<file path="src/design/ffud_pkg.sv">
`timescale 1ns / 1ps

package ffud_pkg;

  localparam int KeyBytes = 16;
  localparam int MaxCapacity = 256;

  localparam int KeyLenW = 5;
  localparam int CapW = 9;
  localparam int CntW = $clog2(MaxCapacity + 1);
  localparam int CmpW = ((CntW > CapW) ? CntW : CapW) + 1;
  localparam int AddrW = 5;
  localparam int DataW = 64;

  localparam logic [KeyLenW-1:0] KeyBytesLen = KeyLenW'(KeyBytes);
  localparam logic [CapW-1:0] CapacityReset = CapW'(256);

  localparam logic [7:0] ChPlus = 8'h2b;
  localparam logic [7:0] ChPercent = 8'h25;
  localparam logic [7:0] ChAmp = 8'h26;
  localparam logic [7:0] ChEquals = 8'h3d;
  localparam logic [7:0] ChSpace = 8'h20;
  localparam logic [3:0] HexLetterBase = 4'd10;

  typedef enum logic [1:0] {
    REG_KEY_LOW  = 2'd0,
    REG_KEY_HIGH = 2'd1,
    REG_KEY_LEN  = 2'd2,
    REG_CAPACITY = 2'd3
  } reg_idx_e;

  typedef enum logic [2:0] {
    PH_KEY    = 3'd0,
    PH_SKIP   = 3'd1,
    PH_VALUE  = 3'd2,
    PH_ESC_HI = 3'd3,
    PH_ESC_LO = 3'd4
  } phase_e;

  typedef enum logic [2:0] {
    ST_OK         = 3'd0,
    ST_NOT_FOUND  = 3'd1,
    ST_BAD_ESCAPE = 3'd2,
    ST_ZERO_BYTE  = 3'd3,
    ST_TOO_LONG   = 3'd4
  } status_e;

  typedef struct packed {
    logic [7:0] form_byte;
    logic       last;
  } in_item_t;

  typedef struct packed {
    logic [7:0] value_byte;
    logic       byte_valid;
    logic       done_res;
    logic [2:0] status;
  } out_item_t;

  typedef struct packed {
    logic [63:0]        key_low;
    logic [63:0]        key_high;
    logic [KeyLenW-1:0] key_len;
    logic [CapW-1:0]    capacity;
  } cfg_t;

endpackage

</file>
<file path="src/design/ffud_regs.sv">
`timescale 1ns / 1ps

module ffud_regs (
  input  logic                         clk_i,
  input  logic                         rst_ni,
  input  logic                         psel,
  input  logic                         penable,
  input  logic                         pwrite,
  input  logic [ffud_pkg::AddrW-1:0]   paddr,
  input  logic [ffud_pkg::DataW-1:0]   pwdata,
  output logic [ffud_pkg::DataW-1:0]   prdata,
  output logic                         pready,
  output ffud_pkg::cfg_t               cfg_o
);

  ffud_pkg::cfg_t   cfg_q, cfg_d;
  ffud_pkg::reg_idx_e idx;
  logic             wr_en;

  assign pready = 1'b1;
  assign idx    = ffud_pkg::reg_idx_e'(paddr[4:3]);
  assign wr_en  = psel & penable & pwrite & pready;
  assign cfg_o  = cfg_q;

  always_comb begin
    cfg_d = cfg_q;
    if (wr_en) begin
      unique case (idx)
        ffud_pkg::REG_KEY_LOW:  cfg_d.key_low = pwdata;
        ffud_pkg::REG_KEY_HIGH: cfg_d.key_high = pwdata;
        ffud_pkg::REG_KEY_LEN:  cfg_d.key_len = pwdata[ffud_pkg::KeyLenW-1:0];
        ffud_pkg::REG_CAPACITY: cfg_d.capacity = pwdata[ffud_pkg::CapW-1:0];
        default:                cfg_d = cfg_q;
      endcase
    end
  end

  always_comb begin
    unique case (idx)
      ffud_pkg::REG_KEY_LOW:  prdata = cfg_q.key_low;
      ffud_pkg::REG_KEY_HIGH: prdata = cfg_q.key_high;
      ffud_pkg::REG_KEY_LEN:  prdata = ffud_pkg::DataW'(cfg_q.key_len);
      ffud_pkg::REG_CAPACITY: prdata = ffud_pkg::DataW'(cfg_q.capacity);
      default:                prdata = '0;
    endcase
  end

  always_ff @(posedge clk_i or negedge rst_ni) begin
    if (!rst_ni) begin
      cfg_q.key_low  <= '0;
      cfg_q.key_high <= '0;
      cfg_q.key_len  <= '0;
      cfg_q.capacity <= ffud_pkg::CapacityReset;
    end else begin
      cfg_q <= cfg_d;
    end
  end

endmodule

</file>
<file path="src/design/ffud_core.sv">
`timescale 1ns / 1ps

module ffud_core (
  input  logic                 clk_i,
  input  logic                 rst_ni,
  input  logic                 step_i,
  input  ffud_pkg::in_item_t   item_i,
  input  ffud_pkg::cfg_t       cfg_i,
  output logic                 res_valid_o,
  output ffud_pkg::out_item_t  res_o
);

  ffud_pkg::phase_e              phase_q, phase_d;
  logic [ffud_pkg::KeyLenW-1:0]  key_pos_q, key_pos_d;
  logic                          key_mism_q, key_mism_d;
  logic [3:0]                    high_nib_q, high_nib_d;
  logic [ffud_pkg::CntW-1:0]     used_q, used_d;
  logic                          settled_q, settled_d;

  logic [7:0]                    b;
  logic                          last;
  logic                          emit, done;
  logic [7:0]                    val;
  ffud_pkg::status_e             status;
  logic [7:0]                    key_byte;
  logic [127:0]                  key_all;
  logic                          nib_ok;
  logic [3:0]                    nib;
  logic [ffud_pkg::CmpW-1:0]     cap_ext, max_ext, eff_cap, used_inc;

  function automatic ffud_pkg::status_e end_status(ffud_pkg::phase_e ph);
    ffud_pkg::status_e s;
    if (ph == ffud_pkg::PH_VALUE) s = ffud_pkg::ST_OK;
    else if (ph == ffud_pkg::PH_ESC_HI || ph == ffud_pkg::PH_ESC_LO)
      s = ffud_pkg::ST_BAD_ESCAPE;
    else s = ffud_pkg::ST_NOT_FOUND;
    return s;
  endfunction

  assign b        = item_i.form_byte;
  assign last     = item_i.last;
  assign key_all  = {cfg_i.key_high, cfg_i.key_low};
  assign key_byte = key_all[key_pos_q[3:0]*8 +: 8];

  assign cap_ext  = ffud_pkg::CmpW'(cfg_i.capacity);
  assign max_ext  = ffud_pkg::CmpW'(ffud_pkg::MaxCapacity);
  assign eff_cap  = (cap_ext > max_ext) ? max_ext : cap_ext;
  assign used_inc = ffud_pkg::CmpW'(used_q) + ffud_pkg::CmpW'(1);

  // hex digit, either case
  always_comb begin
    nib_ok = 1'b1;
    nib    = 4'd0;
    if (b >= "0" && b <= "9") begin
      nib = b[3:0];
    end else if ((b >= "a" && b <= "f") || (b >= "A" && b <= "F")) begin
      nib = 4'(b[2:0] - 3'd1) + ffud_pkg::HexLetterBase;
    end else begin
      nib_ok = 1'b0;
    end
  end

  always_comb begin
    phase_d    = phase_q;
    key_pos_d  = key_pos_q;
    key_mism_d = key_mism_q;
    high_nib_d = high_nib_q;
    used_d     = used_q;
    settled_d  = settled_q;
    emit       = 1'b0;
    done       = 1'b0;
    val        = 8'd0;
    status     = ffud_pkg::ST_OK;

    if (step_i && !settled_q) begin
      if (b == 8'd0) begin
        done   = 1'b1;
        status = end_status(phase_q);
      end else begin
        unique case (phase_q)
          ffud_pkg::PH_KEY: begin
            if (b == ffud_pkg::ChAmp) begin
              key_pos_d  = '0;
              key_mism_d = 1'b0;
            end else if (b == ffud_pkg::ChEquals) begin
              if (!key_mism_q && key_pos_q == cfg_i.key_len &&
                  cfg_i.key_len <= ffud_pkg::KeyBytesLen) begin
                phase_d = ffud_pkg::PH_VALUE;
                used_d  = '0;
                if (eff_cap == '0) begin
                  done   = 1'b1;
                  status = ffud_pkg::ST_TOO_LONG;
                end
              end else begin
                phase_d = ffud_pkg::PH_SKIP;
              end
            end else if (!key_mism_q) begin
              if (key_pos_q >= cfg_i.key_len || key_pos_q >= ffud_pkg::KeyBytesLen ||
                  b != key_byte) begin
                key_mism_d = 1'b1;
              end else begin
                key_pos_d = key_pos_q + ffud_pkg::KeyLenW'(1);
              end
            end
          end
          ffud_pkg::PH_SKIP: begin
            if (b == ffud_pkg::ChAmp) begin
              phase_d    = ffud_pkg::PH_KEY;
              key_pos_d  = '0;
              key_mism_d = 1'b0;
            end
          end
          ffud_pkg::PH_VALUE: begin
            if (b == ffud_pkg::ChAmp) begin
              done   = 1'b1;
              status = ffud_pkg::ST_OK;
            end else if (b == ffud_pkg::ChPercent) begin
              phase_d = ffud_pkg::PH_ESC_HI;
            end else begin
              val  = (b == ffud_pkg::ChPlus) ? ffud_pkg::ChSpace : b;
              emit = 1'b1;
            end
          end
          ffud_pkg::PH_ESC_HI, ffud_pkg::PH_ESC_LO: begin
            if (!nib_ok) begin
              done   = 1'b1;
              status = ffud_pkg::ST_BAD_ESCAPE;
            end else if (phase_q == ffud_pkg::PH_ESC_HI) begin
              high_nib_d = nib;
              phase_d    = ffud_pkg::PH_ESC_LO;
            end else begin
              val     = {high_nib_q, nib};
              phase_d = ffud_pkg::PH_VALUE;
              emit    = 1'b1;
            end
          end
          default: begin
            phase_d = phase_q;
          end
        endcase
      end

      if (emit) begin
        if (val == 8'd0) begin
          emit   = 1'b0;
          done   = 1'b1;
          status = ffud_pkg::ST_ZERO_BYTE;
        end else if (used_inc >= eff_cap) begin
          emit   = 1'b0;
          done   = 1'b1;
          status = ffud_pkg::ST_TOO_LONG;
        end else begin
          used_d = used_q + ffud_pkg::CntW'(1);
        end
      end

      if (!done && last) begin
        done   = 1'b1;
        status = end_status(phase_d);
      end
      if (done && !last) settled_d = 1'b1;
    end

    // end of form, ready for the next one
    if (step_i && last) begin
      phase_d    = ffud_pkg::PH_KEY;
      key_pos_d  = '0;
      key_mism_d = 1'b0;
      high_nib_d = '0;
      used_d     = '0;
      settled_d  = 1'b0;
    end
  end

  assign res_valid_o      = emit | done;
  assign res_o.value_byte = emit ? val : 8'd0;
  assign res_o.byte_valid = emit;
  assign res_o.done_res   = done;
  assign res_o.status     = done ? status : ffud_pkg::ST_OK;

  always_ff @(posedge clk_i or negedge rst_ni) begin
    if (!rst_ni) begin
      phase_q    <= ffud_pkg::PH_KEY;
      key_pos_q  <= '0;
      key_mism_q <= 1'b0;
      high_nib_q <= '0;
      used_q     <= '0;
      settled_q  <= 1'b0;
    end else begin
      phase_q    <= phase_d;
      key_pos_q  <= key_pos_d;
      key_mism_q <= key_mism_d;
      high_nib_q <= high_nib_d;
      used_q     <= used_d;
      settled_q  <= settled_d;
    end
  end

  a_settled_silent: assert property (@(posedge clk_i) disable iff (!rst_ni)
    settled_q |-> !res_valid_o)
    else $error("result produced after outcome settled");

  a_used_bound: assert property (@(posedge clk_i) disable iff (!rst_ni)
    (step_i && emit) |=> (ffud_pkg::CmpW'(used_q) < eff_cap))
    else $error("value byte count reached capacity");

endmodule

</file>
<file path="src/design/ffud_queue.sv">
`timescale 1ns / 1ps

module ffud_queue (
  input  logic                 clk_i,
  input  logic                 rst_ni,
  input  logic                 push_i,
  input  ffud_pkg::out_item_t  push_item_i,
  output logic                 full_o,
  output logic                 out_valid_o,
  input  logic                 out_stall_i,
  output ffud_pkg::out_item_t  out_item_o
);

  ffud_pkg::out_item_t mem_q [2];
  logic                wr_ptr_q, wr_ptr_d;
  logic                rd_ptr_q, rd_ptr_d;
  logic [1:0]          count_q, count_d;
  logic                pop;

  assign full_o      = (count_q == 2'd2);
  assign out_valid_o = (count_q != 2'd0);
  assign out_item_o  = mem_q[rd_ptr_q];
  assign pop         = out_valid_o & ~out_stall_i;

  always_comb begin
    wr_ptr_d = push_i ? ~wr_ptr_q : wr_ptr_q;
    rd_ptr_d = pop ? ~rd_ptr_q : rd_ptr_q;
    count_d  = count_q + 2'(push_i) - 2'(pop);
  end

  always_ff @(posedge clk_i) begin
    if (push_i) mem_q[wr_ptr_q] <= push_item_i;
  end

  always_ff @(posedge clk_i or negedge rst_ni) begin
    if (!rst_ni) begin
      wr_ptr_q <= 1'b0;
      rd_ptr_q <= 1'b0;
      count_q  <= '0;
    end else begin
      wr_ptr_q <= wr_ptr_d;
      rd_ptr_q <= rd_ptr_d;
      count_q  <= count_d;
    end
  end

  a_no_overflow: assert property (@(posedge clk_i) disable iff (!rst_ni)
    push_i |-> !full_o)
    else $error("result pushed into full queue");

  a_count_ptrs: assert property (@(posedge clk_i) disable iff (!rst_ni)
    (count_q == 2'd1) |-> (wr_ptr_q != rd_ptr_q))
    else $error("queue pointers disagree with count");

endmodule

</file>
<file path="src/design/form_field_url_decoder_top.sv">
`timescale 1ns / 1ps

// channel  | direction | handshake                 | payload
// -------- | --------- | ------------------------- | -------------------------------
// in       | input     | in_valid_i / in_stall_o   | in_item_i  (form_byte, last)
// out      | output    | out_valid_o / out_stall_i | out_item_o (value, flags, status)
// config   | input     | apb, pready always high   | 64-bit registers at 8*index
//
// one form byte per cycle sustained while the result queue has room; a byte passes
// through the input register ahead of the decode logic on its way to the result queue
// the two-entry result queue lets input continue while a result waits
// input stalls only when a byte is held and the result queue is full
// reset clears control state and sets capacity to 256, all else zero

module form_field_url_decoder_top (
  input  logic                              clk_i,
  input  logic                              rst_ni,
  input  logic                              in_valid_i,
  output logic                              in_stall_o,
  input  ffud_pkg::in_item_t                in_item_i,
  output logic                              out_valid_o,
  input  logic                              out_stall_i,
  output ffud_pkg::out_item_t               out_item_o,
  input  logic                              psel,
  input  logic                              penable,
  input  logic                              pwrite,
  input  logic [ffud_pkg::AddrW-1:0]        paddr,
  input  logic [ffud_pkg::DataW-1:0]        pwdata,
  output logic [ffud_pkg::DataW-1:0]        prdata,
  output logic                              pready
);

  ffud_pkg::cfg_t      cfg;
  ffud_pkg::in_item_t  in_item_q;
  logic                in_vld_q, in_vld_d;
  logic                full;
  logic                step;
  logic                accept;
  logic                res_valid;
  ffud_pkg::out_item_t res;

  assign step       = in_vld_q & ~full;
  assign in_stall_o = in_vld_q & full;
  assign accept     = in_valid_i & ~in_stall_o;

  always_comb begin
    in_vld_d = in_vld_q;
    if (accept) in_vld_d = 1'b1;
    else if (step) in_vld_d = 1'b0;
  end

  always_ff @(posedge clk_i) begin
    if (accept) in_item_q <= in_item_i;
  end

  always_ff @(posedge clk_i or negedge rst_ni) begin
    if (!rst_ni) begin
      in_vld_q <= 1'b0;
    end else begin
      in_vld_q <= in_vld_d;
    end
  end

  ffud_regs u_regs (
    .clk_i   (clk_i),
    .rst_ni  (rst_ni),
    .psel    (psel),
    .penable (penable),
    .pwrite  (pwrite),
    .paddr   (paddr),
    .pwdata  (pwdata),
    .prdata  (prdata),
    .pready  (pready),
    .cfg_o   (cfg)
  );

  ffud_core u_core (
    .clk_i       (clk_i),
    .rst_ni      (rst_ni),
    .step_i      (step),
    .item_i      (in_item_q),
    .cfg_i       (cfg),
    .res_valid_o (res_valid),
    .res_o       (res)
  );

  ffud_queue u_queue (
    .clk_i       (clk_i),
    .rst_ni      (rst_ni),
    .push_i      (step & res_valid),
    .push_item_i (res),
    .full_o      (full),
    .out_valid_o (out_valid_o),
    .out_stall_i (out_stall_i),
    .out_item_o  (out_item_o)
  );

endmodule

</file>
<file path="config.mk">
export PLATFORM = sky130hd
export DESIGN_NAME = form_field_url_decoder_top
export DESIGN_NICKNAME = d
export VERILOG_FILES = /design/src/design/ffud_pkg.sv /design/src/design/ffud_regs.sv /design/src/design/ffud_core.sv /design/src/design/ffud_queue.sv /design/src/design/form_field_url_decoder_top.sv
export SDC_FILE = /design/constraint.sdc
export NUM_CORES = 1
export LEC_CHECK = 0
export ABC_AREA = 1
export BUFFER_PORTS_ARGS = -buffer_cell sky130_fd_sc_hd__buf_4
export CELL_PAD_IN_SITES_DETAIL_PLACEMENT = 0
export CELL_PAD_IN_SITES_GLOBAL_PLACEMENT = 1
export CORE_ASPECT_RATIO = 1.75
export CORE_MARGIN = 8
export CORE_UTILIZATION = 40
export CTS_CLUSTER_SIZE = 30
export DETAILED_ROUTE_END_ITERATION = 6
export PLACE_DENSITY = 0.82
export RECOVER_POWER = 25
export SYNTH_ARGS = -nofsm -noshare
export SYNTH_HDL_FRONTEND = slang
export SYNTH_SLANG_ARGS = --single-unit
</file>
<file path="constraint.sdc">
create_clock -name clk_i -period 7.42 [get_ports clk_i]
set_input_delay 0.371 -clock clk_i [delete_from_list [all_inputs] [get_ports clk_i]]
set_output_delay 0.371 -clock clk_i [all_outputs]
set_load 0.005 [all_outputs]
</file>
# Yosys cells after proc, flatten, opt, wreduce, memory -nomap -nowiden
# Memories as Yosys holds them, arrays and structs flattened.
# Cells that the tools add are included.
# Widths: inputs -> output; s select.
[totals]
register_bits = 179
ramBits = 26
in_bits = 85
output_inout_bits = 80
elab_cells = 224
mem_count = 1
[classes]
add_sub_neg = 7
magnitude_cmp = 11
eq_ne = 22
shift = 1
muxes = 113
n_bitwise = 13
n_reduce_logical = 40
[mem_list]
columns = ["memory", "depth", "word_bits", "rd", "rd_clocked_by_memory_dff", "write_ports", "line_no", "source"]
rows = [
  ["u_queue.mem_q", 2, 13, 1, 0, 1, "ffud_queue.sv:14", "ffud_pkg::out_item_t mem_q [2];"],
]
[op_table]
columns = ["operator", "n"]
rows = [
  ["$pmux 64 s4", 1],
  ["$shiftx 128x8->8", 1],
  ["$mux 9", 11],
  ["$mux 3", 24],
  ["$mux 8", 9],
  ["$mux 1", 41],
  ["$mux 5", 8],
  ["$eq 8x6->1 const B", 4],
  ["$mux 4", 8],
  ["$ge 8x7->1 const B", 2],
  ["$le 8x7->1 const B", 2],
  ["$logic_not 8->1", 2],
  ["$pmux 8 s2", 1],
  ["$reduce_bool 2->1", 7],
  ["$eq 3x2->1 const B", 4],
  ["$pmux 3 s4", 1],
  ["$add 9x1->10 const B", 1],
  ["$ge 10x10->1", 1],
  ["$logic_not 10->1", 1],
  ["$pmux 5 s2", 1],
  ["$reduce_and 2->1", 5],
  ["$reduce_and 5->1", 2],
  ["$add 9x1->9 const B", 1],
  ["$gt 9x9->1 const B", 1],
  ["other kinds (35)", 68],
]

# Longest topological paths before layout
[depth]
ltp_word = 23
mapped_depth = 27
depth_no_buf = 27

# Cells and area by module
# A second synthesis with hierarchy kept.
[hier_totals]
hier_cells = 1690
area_unflattened_um2 = 12017.8
[by_module_without_submodules]
columns = ["mod", "instances", "cells_each", "area_each_um2"]
rows = [
  ["ffud_regs", 1, 837, 6308.6],
  ["ffud_core", 1, 735, 4200.3],
  ["ffud_queue", 1, 98, 1172.4],
  ["form_field_url_decoder_top", 1, 20, 336.6],
]

# Least setup slack after synthesis
# OpenSTA, ideal clock, no wires.
[synth_timing]
kind = "flip-flop to flip-flop"
startpoint = "register u_core.used_q[2] (netlist name)"
endpoint = "register u_queue.count_q[1]"
t_arrival_ns = 3.052
t_required_ns = 7.291
slack_ns = 4.240
path_stages_with_launch = 25
period_less_slack_ns = 3.180
cell_sequence = "dfrtp_1 inv_1 nor4_1 nand2_1 xor2_1 inv_1 ha_1 nand4_1 o211ai_1 nand3_1 nand2_1 nand2_1 nand2_1 nand2_1 nand2_1 inv_2 nand3_1 nand2_2 nand2_2 inv_2 ha_1 inv_1 ha_1 xnor2_1 xor2_1"
[synth_via]
elab_chain_cells = 15
word_cells_on_any_way = 19
classes_between = "add/sub (3); order compare (1); mux (11); bitwise (2); reduce/logical (2)"
[synth_rtl]
columns = ["item", "line_no", "source"]
rows = [
  ["start: declaration", "ffud_core.sv:17", "logic [ffud_pkg::CntW-1:0] used_q, used_d;"],
  ["start signal: assignment", "ffud_core.sv:194", "used_q <= used_d;"],
  ["$add 9x1->10 *", "ffud_core.sv:48", "assign used_inc = ffud_pkg::CmpW'(used_q) + ffud_pkg::CmpW'(1);"],
  ["$ge 10x10->1 *", "ffud_core.sv:148", "end else if (used_inc >= eff_cap) begin"],
  ["$mux 1", "ffud_core.sv:148", ""],
  ["$mux 1", "ffud_core.sv:144", "if (val == 8'd0) begin"],
  ["$mux 1", "ffud_core.sv:143", "if (emit) begin"],
  ["$mux 1", "ffud_core.sv:75", "if (step_i && !settled_q) begin"],
  ["$logic_not 1->1", "ffud_core.sv:157", "if (!done && last) begin"],
  ["$logic_and 1x1->1", "ffud_core.sv:157", ""],
  ["$mux 1", "ffud_core.sv:157", ""],
  ["$mux 1 (2 in series)", "ffud_core.sv:75", ""],
  ["$or 1x1->1 *", "ffud_core.sv:175", "assign res_valid_o = emit | done;"],
  ["$and 1x1->1 *", "form_field_url_decoder_top.sv:90", ".push_i (step & res_valid),"],
  ["$add 2x1->2 *", "ffud_queue.sv:28", "count_d = count_q + 2'(push_i) - 2'(pop);"],
  ["$sub 2x1->2 *", "ffud_queue.sv:28", ""],
  ["net u_queue.count_d[1]", "ffud_queue.sv:17", "logic [1:0] count_q, count_d;"],
  ["end signal: assignment", "ffud_queue.sv:43", "count_q <= count_d;"],
  ["end: declaration", "ffud_queue.sv:17", ""],
]
# The timed path passes the listed nets; every way through them passes the cells marked *. The select of a mux whose other input is x is not followed.
# A chain may end at the register's enable or synchronous reset.

# Final worst setup path
[layout_timing]
startpoint = "register u_core.key_pos_q[0] (netlist name)"
endpoint = "register u_queue.count_q[1]"
[layout_via]
elab_chain_cells = 21
[layout_rtl]
columns = ["item", "line_no", "source"]
rows = [
  ["start: declaration", "ffud_core.sv:14", "logic [ffud_pkg::KeyLenW-1:0] key_pos_q, key_pos_d;"],
  ["start signal: assignment", "ffud_core.sv:191", "key_pos_q <= key_pos_d;"],
  ["$eq 5x5->1 *", "ffud_core.sv:86", "if (!key_mism_q && key_pos_q == cfg_i.key_len &&"],
  ["$logic_and 1x1->1 * (2 in series)", "ffud_core.sv:86", ""],
  ["$mux 1 *", "ffud_core.sv:86", ""],
  ["$mux 1 *", "ffud_core.sv:85", "end else if (b == ffud_pkg::ChEquals) begin"],
  ["$mux 1 *", "ffud_core.sv:82", "if (b == ffud_pkg::ChAmp) begin"],
  ["$pmux 1 s3 *", "ffud_core.sv:80", "unique case (phase_q)"],
  ["$mux 1 *", "ffud_core.sv:76", "if (b == 8'd0) begin"],
  ["$mux 1", "ffud_core.sv:148", ""],
  ["[... 4 more ...]", "n/a", ""],
  ["$logic_and 1x1->1", "ffud_core.sv:157", ""],
  ["$mux 1 *", "ffud_core.sv:157", ""],
  ["$mux 1 * (2 in series)", "ffud_core.sv:75", ""],
  ["$or 1x1->1 *", "ffud_core.sv:175", ""],
  ["$and 1x1->1 *", "form_field_url_decoder_top.sv:90", ""],
  ["$add 2x1->2 *", "ffud_queue.sv:28", ""],
  ["$sub 2x1->2 *", "ffud_queue.sv:28", ""],
  ["net u_queue.count_d[1]", "ffud_queue.sv:17", ""],
]
# Marked as above.

==> impl_metrics.ini <==
[route]
routedWlPerCell_microns = 17.5
drtIter0Drc = 559
first_pass_iters = 5
finalWirelength_microns = 34300
avgViaCountPerCell = 5.17
drc = 0
vias = 10100
ant_nets = 0

[setup_path]
worstPathRequired_ns = 7.85
path_max_fanout = 41
worst-endpoint-arrival_ns = 4.28
cp-start-kind = flop
critPathCaptureType = flop
critical_path_class = reg -> reg

[place]
place.port_buffers = 160
place.gp.congestion = 0.884
dp_hpwl_microns = 25100

[status]
outcome = finished, violations left
violations = hold timing

[synthesis]
synth.cell_area_sq_mm = 0.0114
seq_area_frac_synth = 0.466
ys_ff_latch = 205
synth_top_flop_cell = dfrtp_1
synth.area.top_cells = dfrtp_1 (37%), nand2_1 (11%), edfxtp_1 (9.2%), o21ai_0 (7.1%), inv_1 (5.7%)
syn_area_per_cell_sq_um = 7.83
yosys_warnings = 0
syn-num-nets = 1560
yosysTopAreaCellShare = 0.372
synth_cells = 1453
synth_cell_types = 44
synth_edf_count = 35
async_flop_share = 0.829
synth_top_cell_by_area = dfrtp_1

[cts]
ctsResizeCount = 0
path_clk_slew_ns = 0.07
numClockSinks = 205
cts_setup_buffers = 0
cts.htree.levels = 1
cts_tree = done
root_buffer = clkbuf_16
cts_buffers = 20
clk_latency_ns = 0.51
cts_hold_buf = 0
clockBufferDepth = 3

[floorplanning]
core_sq_mm = 0.0280
die_y_microns = 239
fp.dieW_microns = 143
rows = 81
start_util = 0.407
num_io_pins = 165
dieArea_sq_mm = 0.0343

[global_route]
grt_pass1_vias = 10200
grt_pass1_wl_microns = 54200
overflow = 0
grt_usage = 0.201
antenna_found_initial = 0
grt_max_degree = 105

[timing]
final-setup-viol-count = 0
worst_pin_slew_ns = 1.01
min_period_ns = 3.85
drv_slew = 0
final_hold_viol_count = 8
skew_ns = 0.0126
min_period_over_period = 0.519
fmax_mhz = 260
max_slew_margin = 0.325
grt_setup_unrepaired = no
finalSetupTns_ns = 0
hold_slack_ns = -0.0109

[layout]
areaGrowthSynthToFinish_pct = 18.2
final_layout_size_suffix_gt1_frac = 0.177
antenna_cells = 0
finalNetCount = 1679

[power_and_ir_drop]
p_leak_nw = 6.40
peakVddDrop_uv = 186
totalPowerFinal_mw = 4.04
p_per_area_mw_per_mm2 = 300

[run]
cap_viol_max_count = 0

[min_path]
hold_path_class = in -> async
==> cell families after synthesis <==
family / after synthesis / share of synthesized area
other: 1 / 0.000330
and+or+nand+nor: 566 / 0.213
AOI/OAI and AO/OA: 352 / 0.167
buffers and inverters: 269 / 0.0957
DFF: 205 / 0.466
xor gates and xnor gates: 15 / 0.0115
muxes: 23 / 0.0228
adders and majority gates: 22 / 0.0242
==> through the flow <==
stage / setup slack (ns) / instance area [sq um] / instances / utilization / hold slack (ns)
6_report: 3.57 / 13500 / 1959 / 0.481 / -0.0109
3_5_place_dp: 3.57 / 12800 / 1923 / 0.457 / 0.469
5_1_grt: 3.14 / 13500 / 1959 / 0.481 / 0.0481
4_1_cts: 3.54 / 13500 / 1959 / 0.481 / 0.0247
3_3_place_gp: 3.64 / 12800 / 1923 / 0.457 / 0.456
2_1_floorplan: 4.24 / 11400 / 1453 / - / 0.0754
==> worst max-delay path: stages, from the launching register on <==
cell and delay (ns):
dfrtp_2 0.81, inv_2 0.39, ha_1 0.39, nor3b_1 0.35, nand3_1 0.12, nor2_1 0.12, nand3_1 0.11, nand3_1 0.11
nor2_1 0.04, nand2_1 0.14, inv_2 0.05, nand3_1 0.09, nand2_2 0.08, nand2_2 0.10, inv_2 0.05, ha_1 0.26
inv_1 0.04, ha_1 0.19, xnor2_1 0.16, xor2_1 0.16
==> registers in the layout (all words and copies together) (netlist names) <==
name	cells
u_core.key_mism_q	1
u_queue.mem_q	26
u_core.used_q	9
in_item_q	9
u_queue.rd_ptr_q	1
u_regs.cfg_o	142
u_core.high_nib_q	4
in_vld_q	1
u_queue.wr_ptr_q	1
u_core.settled_q	1
u_core.key_pos_q	5
u_queue.count_q	2
u_core.phase_q	3
==> synthesized netlist by cell type (all sizes together), types with 10 or more instances <==
cell      n
nand2   345
inv     194
o21ai   186
dfrtp   169
nor2    104
a21oi   101
nand3    86
clkbuf   44
edfxtp   35
o22ai    34
buf      28
mux2     23
ha       22
o211ai   22
xor2     13
nor3     11
nand4    10
==> final timing paths <==
check	cells past startpoint	to	slack, ns	from
setup / recovery	19	u_queue.count_q[1]	3.57	u_core.key_pos_q[0]
hold / removal	1	u_regs.cfg_o[27]	-0.01	rst_ni
max in group asynchronous	2	u_regs.cfg_o[62]	5.91	rst_ni
setup reg to reg	19	u_queue.count_q[1]	3.57	u_core.key_pos_q[0]
hold reg to reg	2	u_core.high_nib_q[1]	0.49	u_core.high_nib_q[1]
min in group clk_i	1	in_item_q[7]	0.06	in_item_i[7]
==> cell usage in the layout (no fill, tap or decap), types with 2 or more instances in the layout <==
cell,netlist,layout
inv_4,2,2
nand2_2,11,11
nor3_1,11,11
clkbuf_16,0,22
a21oi_1,101,101
clkbuf_1,44,7
nor2_1,92,90
clkbuf_8,0,2
clkinv_2,1,4
inv_1,173,172
nor4_1,7,7
o211ai_1,22,22
nor2_4,3,4
nor2_2,9,10
mux2_2,23,23
nand3_2,4,4
o21ai_0,161,161
inv_2,19,19
edfxtp_1,35,35
clkbuf_4,0,10
dfrtp_1,169,168
clkinv_1,2,3
nand2_4,2,3
o21ai_1,24,24
o2111ai_1,5,5
nand4_1,10,10
xnor2_1,2,2
ha_1,22,22
nand2_1,332,331
buf_4,4,158
o22ai_1,34,34
xor2_1,13,13
nand3_1,81,81
==> per-layer routing <==
layer / wire length [microns] / up-vias / track usage
li1: - / 5017 / -
met1: 13300 / 4791 / 0.223
met2: 18100 / 243 / 0.367
met3: 1380 / 76 / 0.0262
met4: 1510 / 0 / 0.0964
met5: 0 / - / 0
==> area by class of cell <==
class | count | area (sq um)
clock buffers | 31 | 604
clock inverters | 5 | 53.8
fillers | 2843 | 14500
inverters | 197 | 746
multi-input cells | 979 | 5000
flip-flops and latches | 205 | 5310
well taps | 373 | 467
repair buffers | 169 | 1270
==> power breakdown <==
part	internal (mW)	total, mW	switching [mW]
registers	1.38	1.57	0.187
clock network	0.598	1.04	0.443
logic	0.514	1.43	0.914
total	2.49	4.04	1.54
Note: power is estimated with default switching activity, not from simulation.
